### src/rtl/core/hav_pkg.sv
// ----------------------------------------------------------------------------
// hav_pkg
// Shared constants, register codes and side-band types of the haversine
// angular distance pipeline.
// ----------------------------------------------------------------------------
package hav_pkg;

    // resolution of trig arguments, default
    localparam int ANGLE_BITS_DEF = 32;

    // series lengths
    localparam int SERIES_TERMS = 10;
    localparam int ATAN_TERMS   = 20;

    // fraction bits of the fixed-point formats
    localparam int FRAC_BITS = 30;

    // fixed-point constants
    localparam logic [30:0] ONE_Q30       = 31'h4000_0000;
    localparam logic [30:0] HALF_Q30      = 31'h2000_0000;
    localparam logic [60:0] ONE_Q60       = 61'h1000_0000_0000_0000;
    localparam logic [30:0] HALFPI_Q30    = 31'd1686629713;
    localparam logic [30:0] QUARTERPI_Q30 = 31'd843314856;
    localparam logic [31:0] PI_Q30        = 32'd3373259426;
    localparam logic [31:0] RAD2DEG_K     = 32'd3845054675;
    localparam logic [31:0] DEG180_Q24    = 32'd3019898880;

    // register indexes on the configuration port
    localparam logic [1:0] REG_REF_RA  = 2'd0;
    localparam logic [1:0] REG_REF_DEC = 2'd1;
    localparam logic [1:0] REG_UNIT    = 2'd2;

    // side-band carried through the first divider
    typedef struct packed {
        logic zero;
        logic swapped;
    } t_div1_side;

    // side-band carried through the second divider
    typedef struct packed {
        logic        zero;
        logic        swapped;
        logic        big;
        logic [30:0] z;
    } t_div2_side;

    // side-band carried through the arctangent series
    typedef struct packed {
        logic zero;
        logic swapped;
        logic big;
    } t_atan_side;

    // magnitude of a signed Q30 value in [-1, 1]
    function automatic logic [30:0] mag31(input logic signed [31:0] v);
        logic [31:0] u;
        u = v[31] ? 32'(-v) : 32'(v);
        return u[30:0];
    endfunction

endpackage

### src/rtl/core/hav_isqrt.sv
// ----------------------------------------------------------------------------
// hav_isqrt
// Pipelined floor square root of a Q60 value in [0, 1], one result bit per
// stage, Q30 result.
// ----------------------------------------------------------------------------
module hav_isqrt import hav_pkg::*; (
    input  logic        i_clk,
    input  logic        i_rst_n,
    input  logic        i_en,
    input  logic        i_vld,
    input  logic [60:0] i_n,
    output logic        o_vld,
    output logic [30:0] o_root
);

    localparam int NST = 31;

    logic [61:0] r_n   [0:NST];
    logic [61:0] r_r   [0:NST];
    logic        r_vld [0:NST];

    // input stage
    always_ff @(posedge i_clk) begin
        if (!i_rst_n) begin
            r_vld[0] <= 1'b0;
        end else if (i_en) begin
            r_vld[0] <= i_vld;
        end
    end
    always_ff @(posedge i_clk) begin
        if (i_en) begin
            r_n[0] <= {1'b0, i_n};
            r_r[0] <= '0;
        end
    end

    // one digit of the root per stage
    for (genvar i = 1; i <= NST; i++) begin : g_st
        localparam logic [61:0] BIT = 62'd1 << (60 - 2 * (i - 1));
        logic [61:0] w_trial, n_n, n_r;
        always_comb begin
            w_trial = r_r[i-1] + BIT;
            if (r_n[i-1] >= w_trial) begin
                n_n = r_n[i-1] - w_trial;
                n_r = (r_r[i-1] >> 1) + BIT;
            end else begin
                n_n = r_n[i-1];
                n_r = r_r[i-1] >> 1;
            end
        end
        always_ff @(posedge i_clk) begin
            if (!i_rst_n) begin
                r_vld[i] <= 1'b0;
            end else if (i_en) begin
                r_vld[i] <= r_vld[i-1];
            end
        end
        always_ff @(posedge i_clk) begin
            if (i_en) begin
                r_n[i] <= n_n;
                r_r[i] <= n_r;
            end
        end
    end

    assign o_vld  = r_vld[NST];
    assign o_root = r_r[NST][30:0];

endmodule

### config.mk
export PLATFORM = sky130hd
export DESIGN_NAME = hav_isqrt
export DESIGN_NICKNAME = d
export VERILOG_FILES = /design/src/rtl/core/hav_pkg.sv /design/src/rtl/core/hav_isqrt.sv
export SDC_FILE = /design/constraint.sdc
export NUM_CORES = 2
export LEC_CHECK = 0
export BUFFER_PORTS_ARGS = -buffer_cell sky130_fd_sc_hd__buf_4
export CORE_MARGIN = 2
export CORE_UTILIZATION = 24
export CTS_CLUSTER_SIZE = 12
export DETAILED_ROUTE_END_ITERATION = 8
export PLACE_DENSITY_LB_ADDON = 0.2
export SLEW_MARGIN = 20
export SYNTH_ARGS = -nofsm -noshare
export SYNTH_HDL_FRONTEND = slang
export SYNTH_SLANG_ARGS = --single-unit
### constraint.sdc
create_clock -name i_clk -period 3.3 [get_ports i_clk]
set_input_delay 0.33 -clock i_clk [delete_from_list [all_inputs] [get_ports i_clk]]
set_output_delay 0.33 -clock i_clk [all_outputs]
set_load 0.02 [all_outputs]
==> results_dict.tcl <==
set metrics [dict create \
    drive_gt1_frac 0.253 \
    crit_arrival_ns 4.25 \
    worst_slew_pin_slew_ns 1.03 \
    clockBufferDepth 4 \
    synth_flop_cell "edfxtp_1" \
    die_h_um 699 \
    grt_usage 0.137 \
    power_leakage_nw 57.8 \
    clock.fmax_mhz 275 \
    wl_per_cell_um 19.8 \
    synth_edf_count 2448 \
    relSlewSlack 0.298 \
    rrSetupSlack_ns -0.34 \
    holdPathStages 2 \
    clk_latency_ns 0.94 \
    synthArstFlopShare 0 \
    nets 11500 \
    ant_nets 0 \
    cts_buffers 295 \
    critPathMaxFanout 4 \
    maxSlewViolCount 0 \
    synthDistinctLibCells 95 \
    grt_first_pass_wirelength_mm 515 \
    finalInstanceArea_sq_um 152000 \
    grt_max_degree 178 \
    critPathRequiredTime_ns 3.91 \
    dr.first_iter.drc_count 4646 \
    gp_congestion 0.896 \
    period_share 1.10 \
    cts.clk_slew.worst_paths_ns 0.06 \
    cts_tree "yes" \
    rsz0062_at_grt "yes" \
    core-area_sq_um 482000 \
    r2r_end "r_n[3][242]$_DFFE_PP_" \
    rr_worst_depth 11 \
    rr_startpoint "r_n[3][134]$_DFFE_PP_" \
    fin_skew_ns 0.0868 \
    yosysWarnings 0 \
    grt_pass1_vias 81400 \
    antenna_found_initial 4 \
    ioPinCount 97 \
    status "finished, violations left" \
    core.rowCount 255 \
    portBuffers 96 \
    cts.sinks 2449 \
    cap_violations 0 \
    routed_via_density 4.43 \
    worstHoldStart "i_n[41]" \
    die_w_um 699 \
    dp_hpwl_mm 266 \
    dr.pass1.iters 5 \
    vdd_drop_max_v 0.000403 \
    seq_area_frac_synth 0.634 \
    wl_mm 349 \
    synth_area_sq_um 116000 \
    layout-area-overhead-vs-synth_pct 30.9 \
    overflow 0 \
    root_buffer "clkbuf_16" \
    synth.avg_cell_area_sq_um 12.8 \
    vias 78000 \
    holdPathEnd "r_n[0][41]$_DFFE_PP_" \
    synth-seq-cells 2449 \
    most-common-layout-cells "2448 x edfxtp_1, 1517 x buf_4, 638 x inv_1, 606 x nor2_1, 573 x a21oi_1" \
    worstSetupPathType "reg -> reg" \
    final_common_cell "edfxtp_1" \
    n_fill_cell 48000 \
    route.detailed.drc 0 \
    placed_cell_area_sq_um 135000 \
    start_util 0.241 \
    syn_inst 9084 \
    fin_crit_ns 3.64 \
    finalPower_mw 102 \
    critPathCaptureType "register" \
    hold_viol 0 \
    h-tree-depth 5 \
    dp_slack_ns -0.582 \
    violations "setup timing" \
    hold_path.class "in -> reg" \
    die_area_sq_um 489000 \
    power_density_nw_per_um2 670 \
    setup_viol 123 \
    fin_ws_ns -0.337 \
    startpoint_type "register" \
]
-- routing by layer --
metal | part of all wire | up-vias | track usage
met5 | 0.000037 | - | 0
met1 | 0.39 | 38300 | 0.155
met4 | 0.040 | 2 | 0.0482
met2 | 0.54 | 1309 | 0.264
li1 | - | 37800 | -
met3 | 0.030 | 579 | 0.0163
-- synth_stat cells, types with 148 or more instances --
library cell	n	area, sq um
nor2_1	649	2440
o21ai_0	367	1840
nand2_1	502	1880
edfxtp_1	2448	73500
nor4_1	297	1860
a21oi_1	621	3110
xor2_1	346	3030
inv_1	655	2460
ha_1	523	6540
nor3_1	224	1120
xnor2_1	488	4270
nand3_1	148	741
a21o_1	192	1440
-- repair_timing --
item	4_1_cts	5_1_grt
hold buffers	90	0
gates cloned	7	7
resized for setup	459	487
endpoints found under the hold margin	111	0
buffers inserted	101	90
pin swaps	135	226
setup endpoints to repair	583	499
-- worst max-delay path by stage --
stage                     startpoint               endpoint  slack, ns  cells after the start
2_1_floorplan  r_n[3][134]$_DFFE_PP_  r_n[3][223]$_DFFE_PP_       0.02                      9
3_3_place_gp   r_n[3][195]$_DFFE_PP_  r_n[3][290]$_DFFE_PP_      -0.58                     13
3_5_place_dp   r_n[3][194]$_DFFE_PP_  r_n[3][290]$_DFFE_PP_      -0.58                     14
4_1_cts        r_n[3][134]$_DFFE_PP_  r_n[3][232]$_DFFE_PP_      -0.32                     11
5_1_grt        r_n[3][134]$_DFFE_PP_  r_n[3][223]$_DFFE_PP_      -0.41                     10
6_report       r_n[3][134]$_DFFE_PP_  r_n[3][242]$_DFFE_PP_      -0.34                     11
-- stage by stage --
step | std cells | utilization | setup TNS, ns | hold WS (ns)
floorplan | 9085 | - | 0 | 0.400
global placement | 16800 | 0.280 | -99.27 | 0.405
detailed placement | 16800 | 0.280 | -93.94 | 0.406
CTS | 17500 | 0.309 | -14.07 | 0.000766
global route | 17600 | 0.315 | -33.13 | 0.0592
finish | 17600 | 0.315 | -18.91 | 0.105
-- cell families (layout without fill, tap and decap cells) --
logic type	count (synthesis)	in the layout	share of synthesized area
AO/OA/AOI/OAI	1696	1697	0.0902
AND/OR/NAND/NOR	2627	2628	0.118
multiplexers	114	114	0.0110
buffers and inverters	840	2934	0.0275
XOR/XNOR	834	834	0.0630
other	1	6	0.0000323
flip-flops	2449	2449	0.634
adder cells (fa/ha/maj)	523	523	0.0564
-- critical path: stages, from the launching register on --
cell	delay, ns
edfxtp_1	0.43
ha_4	0.31
or4b_4	0.44
or4_4	0.45
or4_4	0.51
and3_4	0.21
o211ai_4	0.11
buf_6	0.17
nand3_4	0.07
or3_4	0.36
nor4_4	0.16
xor2_1	0.11
-- report_power, final --
group / switching (mW) / internal [mW] / total, mW
Sequential: 3.31 / 39.4 / 42.7
Combinational: 14.2 / 12.5 / 26.7
Clock: 13.4 / 19.0 / 32.4
-- sequential cells by signal (all words and copies together) (netlist names) --
signal	cells
r_vld	32
r_r	496
r_n	1921
-- cell type report --
| type | instances | area, sq um | share of cell area |
|---|---|---|---|
| sequential | 2449 | 73500 | 0.484 |
| clock buffer | 365 | 7730 | 0.0509 |
| clock inverter | 161 | 1830 | 0.0120 |
| multi-input combinational | 5798 | 43700 | 0.288 |
| inverter | 655 | 2460 | 0.0162 |
| antenna | 4 | 10.0 | 0.0000659 |
| tap | 6425 | 8040 | 0.0529 |
| timing repair buffer | 1753 | 14500 | 0.0957 |
Note: power is estimated with default switching activity, not from simulation.
