[src/rtl/core/hav_pkg.sv]
// ----------------------------------------------------------------------------
// hav_pkg
// Shared constants, register codes and side-band types of the haversine
// angular distance pipeline.
// ----------------------------------------------------------------------------
package hav_pkg;

    // resolution of trig arguments, default
    localparam int ANGLE_BITS_DEF = 32;

    // series lengths
    localparam int SERIES_TERMS = 10;
    localparam int ATAN_TERMS   = 20;

    // fraction bits of the fixed-point formats
    localparam int FRAC_BITS = 30;

    // fixed-point constants
    localparam logic [30:0] ONE_Q30       = 31'h4000_0000;
    localparam logic [30:0] HALF_Q30      = 31'h2000_0000;
    localparam logic [60:0] ONE_Q60       = 61'h1000_0000_0000_0000;
    localparam logic [30:0] HALFPI_Q30    = 31'd1686629713;
    localparam logic [30:0] QUARTERPI_Q30 = 31'd843314856;
    localparam logic [31:0] PI_Q30        = 32'd3373259426;
    localparam logic [31:0] RAD2DEG_K     = 32'd3845054675;
    localparam logic [31:0] DEG180_Q24    = 32'd3019898880;

    // register indexes on the configuration port
    localparam logic [1:0] REG_REF_RA  = 2'd0;
    localparam logic [1:0] REG_REF_DEC = 2'd1;
    localparam logic [1:0] REG_UNIT    = 2'd2;

    // side-band carried through the first divider
    typedef struct packed {
        logic zero;
        logic swapped;
    } t_div1_side;

    // side-band carried through the second divider
    typedef struct packed {
        logic        zero;
        logic        swapped;
        logic        big;
        logic [30:0] z;
    } t_div2_side;

    // side-band carried through the arctangent series
    typedef struct packed {
        logic zero;
        logic swapped;
        logic big;
    } t_atan_side;

    // magnitude of a signed Q30 value in [-1, 1]
    function automatic logic [30:0] mag31(input logic signed [31:0] v);
        logic [31:0] u;
        u = v[31] ? 32'(-v) : 32'(v);
        return u[30:0];
    endfunction

endpackage

[src/rtl/core/hav_div.sv]
// ----------------------------------------------------------------------------
// hav_div
// Pipelined restoring divider for a fraction num / den with num <= den,
// one quotient bit per stage, side-band carried along.
// ----------------------------------------------------------------------------
module hav_div import hav_pkg::*; #(
    parameter int SIDE_W = 2,
    parameter int FRAC   = FRAC_BITS
) (
    input  logic              i_clk,
    input  logic              i_rst_n,
    input  logic              i_en,
    input  logic              i_vld,
    input  logic [31:0]       i_num,
    input  logic [31:0]       i_den,
    input  logic [SIDE_W-1:0] i_side,
    output logic              o_vld,
    output logic [FRAC:0]     o_quot,
    output logic [SIDE_W-1:0] o_side
);

    logic [31:0]       r_num;
    logic [31:0]       r_den0;
    logic [SIDE_W-1:0] r_side0;
    logic              r_vld0;

    logic [31:0]       r_rem  [0:FRAC];
    logic [FRAC:0]     r_q    [0:FRAC];
    logic [31:0]       r_den  [0:FRAC];
    logic [SIDE_W-1:0] r_side [0:FRAC];
    logic              r_vld  [0:FRAC];

    // input stage
    always_ff @(posedge i_clk) begin
        if (!i_rst_n) begin
            r_vld0 <= 1'b0;
        end else if (i_en) begin
            r_vld0 <= i_vld;
        end
    end
    always_ff @(posedge i_clk) begin
        if (i_en) begin
            r_num   <= i_num;
            r_den0  <= i_den;
            r_side0 <= i_side;
        end
    end

    // integer bit of the quotient
    logic w_top;
    assign w_top = (r_num >= r_den0);
    always_ff @(posedge i_clk) begin
        if (!i_rst_n) begin
            r_vld[0] <= 1'b0;
        end else if (i_en) begin
            r_vld[0] <= r_vld0;
        end
    end
    always_ff @(posedge i_clk) begin
        if (i_en) begin
            r_rem[0]  <= w_top ? r_num - r_den0 : r_num;
            r_q[0]    <= {{FRAC{1'b0}}, w_top};
            r_den[0]  <= r_den0;
            r_side[0] <= r_side0;
        end
    end

    // fraction bits
    for (genvar s = 1; s <= FRAC; s++) begin : g_st
        logic [32:0] w_sh;
        logic        w_ge;
        assign w_sh = {r_rem[s-1], 1'b0};
        assign w_ge = (w_sh >= {1'b0, r_den[s-1]});
        always_ff @(posedge i_clk) begin
            if (!i_rst_n) begin
                r_vld[s] <= 1'b0;
            end else if (i_en) begin
                r_vld[s] <= r_vld[s-1];
            end
        end
        always_ff @(posedge i_clk) begin
            if (i_en) begin
                r_rem[s]  <= w_ge ? 32'(w_sh - {1'b0, r_den[s-1]}) : w_sh[31:0];
                r_q[s]    <= {r_q[s-1][FRAC-1:0], w_ge};
                r_den[s]  <= r_den[s-1];
                r_side[s] <= r_side[s-1];
            end
        end
    end

    assign o_vld  = r_vld[FRAC];
    assign o_quot = r_q[FRAC];
    assign o_side = r_side[FRAC];

endmodule

[config.mk]
export PLATFORM = sky130hd
export DESIGN_NAME = hav_div
export DESIGN_NICKNAME = d
export VERILOG_FILES = /design/src/rtl/core/hav_pkg.sv /design/src/rtl/core/hav_div.sv
export SDC_FILE = /design/constraint.sdc
export NUM_CORES = 2
export LEC_CHECK = 0
export ABC_CLOCK_PERIOD_IN_PS = 4150
export BUFFER_PORTS_ARGS = -buffer_cell sky130_fd_sc_hd__buf_4
export CAP_MARGIN = 20
export CORE_UTILIZATION = 45
export CTS_CLUSTER_SIZE = 28
export DETAILED_ROUTE_END_ITERATION = 8
export GPL_TIMING_DRIVEN = 0
export PLACE_DENSITY_LB_ADDON = 0.1
export SYNTH_ARGS = -nofsm -noshare
export SYNTH_HDL_FRONTEND = slang
export SYNTH_SLANG_ARGS = --single-unit
[constraint.sdc]
create_clock -name i_clk -period 4.15 [get_ports i_clk]
set_input_delay 0.415 -clock i_clk [delete_from_list [all_inputs] [get_ports i_clk]]
set_output_delay 0.415 -clock i_clk [all_outputs]
set_load 0.02 [all_outputs]
==> impl_metrics.csv <==
group,metric,value,unit
cts,clk_pin_slew,0.06,ns
synth,synth_cell_types,103,
placed_design,hpwlAfterDp,273,mm
floorplan,ios,104,
global_route,grt_pass1_wl,548,mm
route,wl,362,mm
synth,synth_ff_type,"edfxtp_1",
route,wl_per_cell,21.0,µm
timing,skew,0.0350,ns
hold_path,hold_end,"r_side[0][1]",
route,firstDrtPassIters,6,
placed_design,dp.cells,16500,
global_route,grt_start_max_net_pins,207,
timing,min_period,4.06,ns
worst_setup_path,cp.arrival,4.70,ns
flow_run,cap_violations,0,
floorplan,die_y,563,µm
floorplan,start_util,0.454,
cells_and_area,final_cell_count_no_fill,17200,
global_route,overflow,0,
cells_and_area,nFillCells,27700,
synth,synthesis.nets,13400,
worst_setup_path,path_depth,14,
worst_setup_path,crit_family,"compound AO/OA/AOI/OAI gates",
power,p_per_area,812,nW/µm²
floorplan,die_area,317000,µm²
route,vias_per_cell,5.55,
cts,cts_tree,"yes",
cells_and_area,layout_commonest_cell,"edfxtp_1",
synth,syn_area,142000,µm²
synth,synth-edff-count,2574,
timing,final_hold_viol_count,0,
cells_and_area,final_cell_mix,"edfxtp_1 (2,574), inv_1 (1,259), ha_1 (990), a21oi_1 (911), nand2_1 (803)",
synth,synth-seq-cells,2576,
timing,slew_violations,0,
worst_setup_path,crit_fanout,10,
timing,fmax,0.246,GHz
worst_setup_path,setup.worst_path.class,"register to register",
cells_and_area,fin_util,0.511,
synth,avgSynthCellArea,11.6,µm²
synth,ys_warn_count,0,
hold_path,min_from,"i_en",
floorplan,rows,205,
worst_setup_path,max_stage_delay,0.47,ns
worst_setup_path,slowest_stage,"edfxtp_1",
worst_setup_path,ff2ff_setup_slack,0.09,ns
cts,cts-root-buf,"clkbuf_16",
hold_path,min_path_cells,2,
placed_design,portBuffers,103,
timing,timing.final.ws_setup,0.0890,ns
timing,setup_violations,0,
synth,ys_async_sr_fraction,0,
floorplan,core_region_area,313000,µm²
worst_setup_path,r2r_start,"r_den[1][78]",
worst_setup_path,path_cells,"inv_1, ha_1, clkbuf_1, a21o_1, a221o_1, a211oi_1, o21a_2, o311ai_1, a21o_1, a31oi_1, o21a_1, buf_4, buf_4, mux2_2",
route,vias,95400,
cts,clkLatencyLatePin,0.91,ns
cts,ctsHtreeMaxLevel,5,
worst_setup_path,rr_worst_depth,14,
cells_and_area,nNetsFinal,13900,
floorplan,die_w,563,µm
synth,synth_cells,12300,
route,ant_nets,0,
cts,clk_path_buf_depth,4,
timing,worstMarginPinSlew,1.18,ns
global_route,grt_pass1_vias,92100,
power,ir_drop,0.357,mV
placed_design,gp_congestion,0.916,
timing,relSlewSlack,0.210,
worst_setup_path,critPathRequiredTime,4.79,ns
global_route,track_usage,0.223,
cells_and_area,syn_to_final_growth,12.6,%
cts,cts_sinks,2576,
worst_setup_path,critPathLaunchType,"register",
timing,post-route-period-util,0.979,
cts,cts_inserted_buffers,298,
power,report.power.total,130000,µW
worst_setup_path,path_buf_inv,4,
synth,yosysSeqAreaShare,0.545,
cells_and_area,final_layout_size_suffix_gt1_frac,0.101,
global_route,antenna_found_initial,15,
timing,whs,0.0909,ns
worst_setup_path,r2r-end,"r_rem[11][11]",
placed_design,dp_slack,-0.833,ns
power,leakage,0.0643,µW
hold_path,hold_class,"input port to register",
status,status,"finished, final reports clean",
route,drt_iter0_drc,7643,
worst_setup_path,end_kind,"register",
route,drc,0,
## final cells by class
cell class	count	area, µm²	share of cell area
clock inverters	175	1880	0.0118
multi-input cells	8101	58700	0.367
diodes	4	10.0	0.0000627
inverters	1260	4730	0.0296
repair buffers	228	2250	0.0141
plain buffers	336	1660	0.0104
flip-flops and latches	2576	77300	0.484
clock buffers	361	7950	0.0498
well taps	4140	5180	0.0324
## flip-flops by register name, indices dropped and copies added, names as in the netlist
name	count
r_rem	960
r_side	62
r_q	496
r_vld0	1
r_side0	2
r_num	32
r_vld	31
r_den	960
r_den0	32
## layer usage
metal  share of wire  global-route usage
met5        0.000080                   0
met4           0.025              0.0558
met3           0.045              0.0268
met2            0.48               0.378
met1            0.45               0.302
## cells in the mapped netlist, types with 23 or more instances
master | number | share of area
edfxtp_1 | 2574 | 0.55
inv_1 | 1259 | 0.033
ha_1 | 991 | 0.087
a21oi_1 | 923 | 0.033
nand2_1 | 803 | 0.021
o21ai_0 | 768 | 0.027
nor2_1 | 619 | 0.016
xnor2_1 | 456 | 0.028
a21o_1 | 451 | 0.024
mux2_2 | 410 | 0.033
xor2_1 | 334 | 0.021
nand3_1 | 235 | 0.0083
clkbuf_1 | 220 | 0.0058
o21a_1 | 163 | 0.0086
nor2b_1 | 160 | 0.0071
nand2b_1 | 147 | 0.0065
nand4_1 | 146 | 0.0064
nor3_1 | 137 | 0.0048
and3_1 | 115 | 0.0051
o21bai_1 | 112 | 0.0059
a31oi_1 | 89 | 0.0039
a211oi_1 | 88 | 0.0047
o31ai_1 | 77 | 0.0041
buf_2 | 61 | 0.0022
o211ai_1 | 53 | 0.0028
and2_1 | 52 | 0.0023
o31a_1 | 51 | 0.0031
or3_1 | 45 | 0.0020
buf_4 | 43 | 0.0023
a21boi_0 | 37 | 0.0020
nor4_1 | 36 | 0.0016
o21ai_1 | 36 | 0.0013
mux2i_1 | 35 | 0.0025
and4_1 | 31 | 0.0019
a211o_1 | 30 | 0.0019
fa_1 | 30 | 0.0042
a221oi_1 | 28 | 0.0017
a2111oi_0 | 27 | 0.0017
or2_2 | 26 | 0.0011
o41ai_1 | 23 | 0.0014
## kinds of logic after synthesis
kind of cell             after synthesis  share of synthesized area
AO/OA/AOI/OAI                       3188                      0.143
AND/OR/NAND/NOR                     2630                     0.0895
flip-flops                          2576                      0.545
buffers and inverters               1599                     0.0443
adder cells (fa/ha/maj)             1021                     0.0917
XOR/XNOR                             790                     0.0488
multiplexers                         472                     0.0377
## worst max path at each step
stage / start / to
after CTS: r_rem[23][2] / r_rem[24][12]
after floorplan: r_den[1][129] / r_rem[13][13]
after global routing: r_den[0][230] / r_rem[8][8]
final: r_den[1][78] / r_rem[11][11]
after global placement: i_en / r_vld[0][10]
after detailed placement: i_en / r_vld[0][9]
## per-stage QoR
step	area, µm²	setup TNS (ns)
floorplan	142000	0
global placement	148000	-
detailed placement	148000	-198.26
CTS	159000	0
global route	160000	-0.148
finish	160000	0
## what timing repair did
action | 4_1_cts | 5_1_grt
endpoints found under the hold margin | 138 | 0
gates cloned | 0 | 0
gates resized for setup | 63 | 107
hold buffers | 70 | 0
setup buffers | 16 | 22
setup endpoints to repair | 597 | 688
pin swaps | 5 | 17
## where the power goes
part           leakage, µW  internal (µW)  switching [µW]
sequential          0.0252          38500            4420
clock              0.00476          15800           10700
combinational       0.0343          25400           34800
total               0.0643          79700           49900
(Power assumes the default switching activity.)
